**src/design/tlca_pkg.sv**
```systemverilog
// ----------------------------------------------------------------------------
// tlca_pkg
// Shared types, codes and sizes of the tree LCA / binary lifting engine.
// ----------------------------------------------------------------------------
`default_nettype none
package tlca_pkg;

    localparam int MAX_NODES  = 1024;
    localparam int LOG_LEVELS = 10;
    localparam int K_LEVELS   = (LOG_LEVELS < 10) ? LOG_LEVELS : 10;
    localparam int NODE_W     = 10;
    localparam int CNT_W      = 11;
    localparam int EDGE_CAP   = 2 * MAX_NODES;
    localparam int EIDX_W     = $clog2(EDGE_CAP);
    localparam int LINK_W     = 12;
    localparam int TIME_W     = 11;
    localparam int SP_W       = 11;
    localparam int LVL_W      = 4;

    localparam logic [1:0] OP_ADD = 2'd0;
    localparam logic [1:0] OP_BLD = 2'd1;
    localparam logic [1:0] OP_LCA = 2'd2;
    localparam logic [1:0] OP_KTH = 2'd3;

    localparam logic [1:0] ST_OK    = 2'd0;
    localparam logic [1:0] ST_RANGE = 2'd1;
    localparam logic [1:0] ST_FULL  = 2'd2;
    localparam logic [1:0] ST_NOBLD = 2'd3;

    localparam logic [4:0] S_INIT = 5'd0;
    localparam logic [4:0] S_IDLE = 5'd1;
    localparam logic [4:0] S_DISP = 5'd2;
    localparam logic [4:0] S_E0   = 5'd3;
    localparam logic [4:0] S_E1   = 5'd4;
    localparam logic [4:0] S_E2   = 5'd5;
    localparam logic [4:0] S_E3   = 5'd6;
    localparam logic [4:0] S_CLR  = 5'd7;
    localparam logic [4:0] S_ENT0 = 5'd8;
    localparam logic [4:0] S_LV   = 5'd9;
    localparam logic [4:0] S_ENTW = 5'd10;
    localparam logic [4:0] S_TOP  = 5'd11;
    localparam logic [4:0] S_TOP1 = 5'd12;
    localparam logic [4:0] S_EDG  = 5'd13;
    localparam logic [4:0] S_VIS  = 5'd14;
    localparam logic [4:0] S_L0   = 5'd15;
    localparam logic [4:0] S_L1   = 5'd16;
    localparam logic [4:0] S_L2   = 5'd17;
    localparam logic [4:0] S_L3   = 5'd18;
    localparam logic [4:0] S_L4   = 5'd19;
    localparam logic [4:0] S_L5   = 5'd20;
    localparam logic [4:0] S_K0   = 5'd21;
    localparam logic [4:0] S_K1   = 5'd22;
    localparam logic [4:0] S_DONE = 5'd23;

    typedef struct packed {
        logic [1:0]        op;
        logic [NODE_W-1:0] node_a;
        logic [NODE_W-1:0] node_b;
        logic [NODE_W-1:0] steps;
    } t_in;

    typedef struct packed {
        logic [NODE_W-1:0] answer_node;
        logic [1:0]        status;
    } t_out;

    typedef logic [LOG_LEVELS-1:0][NODE_W-1:0] t_row;

    typedef struct packed {
        logic [4:0] state;
        logic       accept;
    } t_cmd;

    typedef struct packed {
        logic [1:0] op;
        logic       err;
        logic       cnt_last;
        logic       lvl_top;
        logic       lvl_zero;
        logic       k_last;
        logic       sp_zero;
        logic       edge_end;
        logic       enter_ok;
        logic       found;
    } t_stat;

endpackage
`default_nettype wire

```
**src/design/tlca_ctrl.sv**
```systemverilog
// ----------------------------------------------------------------------------
// tlca_ctrl
// Sequencer: one state per datapath step; drives busy and the result strobe.
// ----------------------------------------------------------------------------
`default_nettype none
module tlca_ctrl (
    input  wire logic            i_clk,
    input  wire logic            i_rst_n,
    input  wire logic            i_start,
    input  wire tlca_pkg::t_stat i_stat,
    output tlca_pkg::t_cmd       o_cmd,
    output logic                 o_busy,
    output logic                 o_res_valid
);

    logic [4:0] r_state, n_state;

    always_comb begin
        n_state = r_state;
        case (r_state)
            tlca_pkg::S_INIT: if (i_stat.cnt_last) n_state = tlca_pkg::S_IDLE;
            tlca_pkg::S_IDLE: if (i_start) n_state = tlca_pkg::S_DISP;
            tlca_pkg::S_DISP: begin
                if (i_stat.err) n_state = tlca_pkg::S_DONE;
                else begin
                    case (i_stat.op)
                        tlca_pkg::OP_ADD: n_state = tlca_pkg::S_E0;
                        tlca_pkg::OP_BLD: n_state = tlca_pkg::S_CLR;
                        tlca_pkg::OP_LCA: n_state = tlca_pkg::S_L0;
                        default:          n_state = tlca_pkg::S_K0;
                    endcase
                end
            end
            tlca_pkg::S_E0: n_state = tlca_pkg::S_E1;
            tlca_pkg::S_E1: n_state = tlca_pkg::S_E2;
            tlca_pkg::S_E2: n_state = tlca_pkg::S_E3;
            tlca_pkg::S_E3: n_state = tlca_pkg::S_DONE;
            tlca_pkg::S_CLR: if (i_stat.cnt_last) n_state = tlca_pkg::S_ENT0;
            tlca_pkg::S_ENT0: n_state = (tlca_pkg::LOG_LEVELS > 1) ? tlca_pkg::S_LV
                                                                   : tlca_pkg::S_ENTW;
            tlca_pkg::S_LV: if (i_stat.lvl_top) n_state = tlca_pkg::S_ENTW;
            tlca_pkg::S_ENTW: n_state = tlca_pkg::S_TOP;
            tlca_pkg::S_TOP: n_state = i_stat.sp_zero ? tlca_pkg::S_DONE : tlca_pkg::S_TOP1;
            tlca_pkg::S_TOP1: n_state = i_stat.edge_end ? tlca_pkg::S_TOP : tlca_pkg::S_EDG;
            tlca_pkg::S_EDG: n_state = tlca_pkg::S_VIS;
            tlca_pkg::S_VIS: n_state = i_stat.enter_ok ? tlca_pkg::S_ENT0 : tlca_pkg::S_TOP;
            tlca_pkg::S_L0: n_state = tlca_pkg::S_L1;
            tlca_pkg::S_L1: n_state = tlca_pkg::S_L2;
            tlca_pkg::S_L2: n_state = i_stat.found ? tlca_pkg::S_DONE : tlca_pkg::S_L3;
            tlca_pkg::S_L3: n_state = tlca_pkg::S_L4;
            tlca_pkg::S_L4: n_state = i_stat.lvl_zero ? tlca_pkg::S_L5 : tlca_pkg::S_L3;
            tlca_pkg::S_L5: n_state = tlca_pkg::S_DONE;
            tlca_pkg::S_K0: n_state = tlca_pkg::S_K1;
            tlca_pkg::S_K1: if (i_stat.k_last) n_state = tlca_pkg::S_DONE;
                            else n_state = tlca_pkg::S_K0;
            tlca_pkg::S_DONE: n_state = tlca_pkg::S_IDLE;
            default: n_state = tlca_pkg::S_IDLE;
        endcase
    end

    always_ff @(posedge i_clk) begin
        if (!i_rst_n) r_state <= tlca_pkg::S_INIT;
        else r_state <= n_state;
    end

    assign o_cmd.state  = r_state;
    assign o_cmd.accept = i_start && (r_state == tlca_pkg::S_IDLE);
    assign o_busy       = r_state != tlca_pkg::S_IDLE;
    assign o_res_valid  = r_state == tlca_pkg::S_DONE;

endmodule
`default_nettype wire
```
**config.mk**
```make
export PLATFORM = sky130hd
export DESIGN_NAME = tlca_ctrl
export DESIGN_NICKNAME = d
export VERILOG_FILES = /design/src/design/tlca_pkg.sv /design/src/design/tlca_ctrl.sv
export SDC_FILE = /design/constraint.sdc
export NUM_CORES = 1
export LEC_CHECK = 0
export BUFFER_PORTS_ARGS = -buffer_cell sky130_fd_sc_hd__buf_2
export CORE_UTILIZATION = 48
export CTS_CLUSTER_SIZE = 16
export DETAILED_ROUTE_END_ITERATION = 6
export PLACE_DENSITY = 0.77
export REMOVE_ABC_BUFFERS = 1
export SLEW_MARGIN = 0
export SYNTH_ARGS = -nofsm -noshare
export SYNTH_HDL_FRONTEND = slang
export SYNTH_SLANG_ARGS = --single-unit
```
**constraint.sdc**
```tcl
create_clock -name i_clk -period 1.7 [get_ports i_clk]
set_input_delay 0 -clock i_clk [delete_from_list [all_inputs] [get_ports i_clk]]
set_output_delay 0 -clock i_clk [all_outputs]
set_load 0.03 [all_outputs]
```
==> results.tsv <==
metric	value	unit
grt_overflow	0	
top_regs	r_state (5)	
grt_use_total	29.8	%
place_congestion	0.937	
ff2ff_path_depth	5	
regToRegEndpoint	r_state[3]$_SDFFE_PN0P_	
post_route_cells_drive_above_1_share	33.1	%
timing.setup.critical_path_class	reg -> reg	
skew	0.00565	ns
worstPathRequired	1.83	ns
combinational_power_share	68.1	%
cp-start-kind	register	
p_per_area	1630	mW/mm2
area_of_the_die	0.00153	mm2
detail_route.drc_violations	0	
ctsHoldBuffers	0	
routed-via-count	831	
nets	136	
drtPass1Iterations	4	
area_growth	25.0	%
peakVddDrop	0.000860	V
dr.first_iter.drc_count	34	
synth.yosys.warnings	0	
floorplan.core_area	0.00128	mm2
grt_pass1_wl	3080	um
postRouteWirelength	1900	um
synthFlopType	dfxtp_1	
largest-register	r_state	
count_of_unique_library_cells_instantiated_by_yosys	39	
dpl-instance-area	790	um2
ctsRootBufferMaster	clkbuf_4	
internal_power	0.000618	W
asyncSetResetFlopFracSynth	0	%
cts_sink_count	5	
part_of_the_yosys_area_used_for_sequential_elements	15.2	%
layout_commonest_cell	buf_2	
final_worst_path_setup_slack	0.120	ns
crit_reg_reg_startpoint	r_state[1]$_SDFFE_PN0P_	
drt.antenna.violating_nets	0	
timing.critical_path.fanout_max	15	
postCtsResizedCells	0	
hold_viol_final	0	
worst_skew_pair.late_latency	0.25	ns
post_layout_instance_area	826	um2
number_of_flip_flops_under_the_largest_register_name	5	
grt_start_max_net_pins	16	
drt-wirelength-per-cell	13.9	um
num_io_pins	22	
reg_power_share	21.4	%
critical_path.startpoint	r_state[1]$_SDFFE_PN0P_	
timing.critical_path.arrival	1.71	ns
dieHeight	39.1	um
tightest_slew_margin_relative_to_the_limit	79.3	%
setup.reg_to_reg.worst_slack	0.12	ns
grt_antenna_before_repair	0	
p_switching	0.000727	W
crit_path_end_kind	register	
clkTransAtPathRegs	0.05	ns
timing.final.max_slew_violations	0	
run_status	finished, final reports clean	
finalCriticalPeriod	1.58	ns
fin_hold_ws	0.0187	ns
tritoncts	built	
htreeDepth	1	
antenna_diode_instance_count	0	
placementRows	13	
dieWidth	39.1	um
finalSetupTns	0	ns
finish_stage_setup_viols	0	
fin_crit_sh	93.0	%
setup_repair_after_global_routing_missed_its_margin	false	
cts_max_path_buffers	2	
dpl_worst_slack	0.0399	ns
hold_path_class	in -> reg	
leakage	0.364	nW
netSwitchingFraction	54.0	%
dp_hpwl	1450	um
synth_area_per_cell	6.88	um2
placement.io_buffers	21	
floorplan.initialDensity	51.4	%
timing.max_cap.violations	0	
layout.filler_cells	115	
tritoncts.num_buffers	3	
clkPwrFrac	10.5	%
post_cts_buffers	0	
tightest_slew	0.310	ns
post_synth_inst_count	96	
number_of_enable_flip_flop_cells_after_synthesis	0	
via_count_of_the_first_global_routing_pass	700	
mappedNetlistArea	661	um2
synth.ff_latch_count	5	
final_cell_mix	buf_2, nor2_1, buf_4	
vias_per_cell	6.11	
max_frequency	633	MHz
timing.critical_path.to	r_state[3]$_SDFFE_PN0P_	
worst min-delay path by stage:
stage               cells after the start     from  slack (ns)                 endpoint
floorplan                               1  i_rst_n        0.13  r_state[4]$_SDFFE_PN0P_
global placement                        2  i_rst_n        0.28  r_state[4]$_SDFFE_PN0P_
detailed placement                      2  i_rst_n        0.28  r_state[4]$_SDFFE_PN0P_
CTS                                     2  i_rst_n       0.007  r_state[4]$_SDFFE_PN0P_
global route                            2  i_rst_n        0.02  r_state[4]$_SDFFE_PN0P_
finish                                  2  i_rst_n        0.02  r_state[4]$_SDFFE_PN0P_
cells by family (layout without fill, tap and decap cells):
kind of cell	after synthesis	in the layout	synth area share (%)
simple gates	41	41	34.5
compound gates	32	32	34.1
buf+inv	16	41	13.4
flops	5	5	15.2
xor+xnor	1	1	1.33
mux	1	1	1.52
cells in the mapped netlist (2+ instances only):
cell type / number / area (um2)
a21oi_1: 4 / 20.0
a311oi_1: 2 / 17.5
a31oi_1: 6 / 37.5
buf_2: 5 / 25.0
buf_4: 2 / 15.0
buf_6: 2 / 22.5
clkinv_1: 2 / 7.51
dfxtp_1: 5 / 100
inv_1: 5 / 18.8
nand2_1: 6 / 22.5
nand3_1: 4 / 20.0
nor2_1: 10 / 37.5
nor2b_1: 3 / 18.8
nor3_1: 6 / 30.0
nor4_1: 3 / 18.8
o21ai_0: 3 / 15.0
o21ai_1: 3 / 15.0
o31ai_1: 2 / 15.0
o32a_1: 2 / 20.0
or2_1: 2 / 12.5
final cells by class:
| class | instances | area (um2) | area share (%) |
|---|---|---|---|
| Multi-Input combinational cell | 75 | 478 | 57.9 |
| Clock buffer | 4 | 26.3 | 3.18 |
| Sequential cell | 5 | 104 | 12.6 |
| Inverter | 7 | 26.3 | 3.18 |
| Timing Repair Buffer | 30 | 173 | 20.9 |
| Tap cell | 15 | 18.8 | 2.27 |
through the flow:
step	util, %	std cells	total power, W
5_1_grt	64.3	136	0.00146
4_1_cts	63.5	136	0.00132
3_3_place_gp	61.4	132	0.00117
2_1_floorplan	-	87	0.000863
3_5_place_dp	61.4	132	0.00118
6_report	64.3	136	0.00135
critical path: stages (launching register included):
cell and delay [ns]:
dfxtp_2 0.40, or2_1 0.31, or2_1 0.26, a21boi_1 0.24, nor4_2 0.06, a41o_1 0.20
power by group through the flow:
stage	registers, W	logic, W	clock network, W
after floorplan	0.000390	0.000473	0
after global placement	0.000280	0.000889	0
after detailed placement	0.000283	0.000892	0
after CTS	0.000281	0.000894	0.000149
after global routing	0.000299	0.00100	0.000159
final	0.000288	0.000916	0.000141
per-layer routing:
metal	vias to the layer above	wire length [um]	GRT usage [%]	share of wire, %
li1	409	-	-	-
met1	387	851	38.2	45
met2	33	935	48.8	49
met3	2	92	7.51	4.8
met4	0	18	7.76	0.95
met5	-	0	0	0
Power figures use the tool's default switching activity.
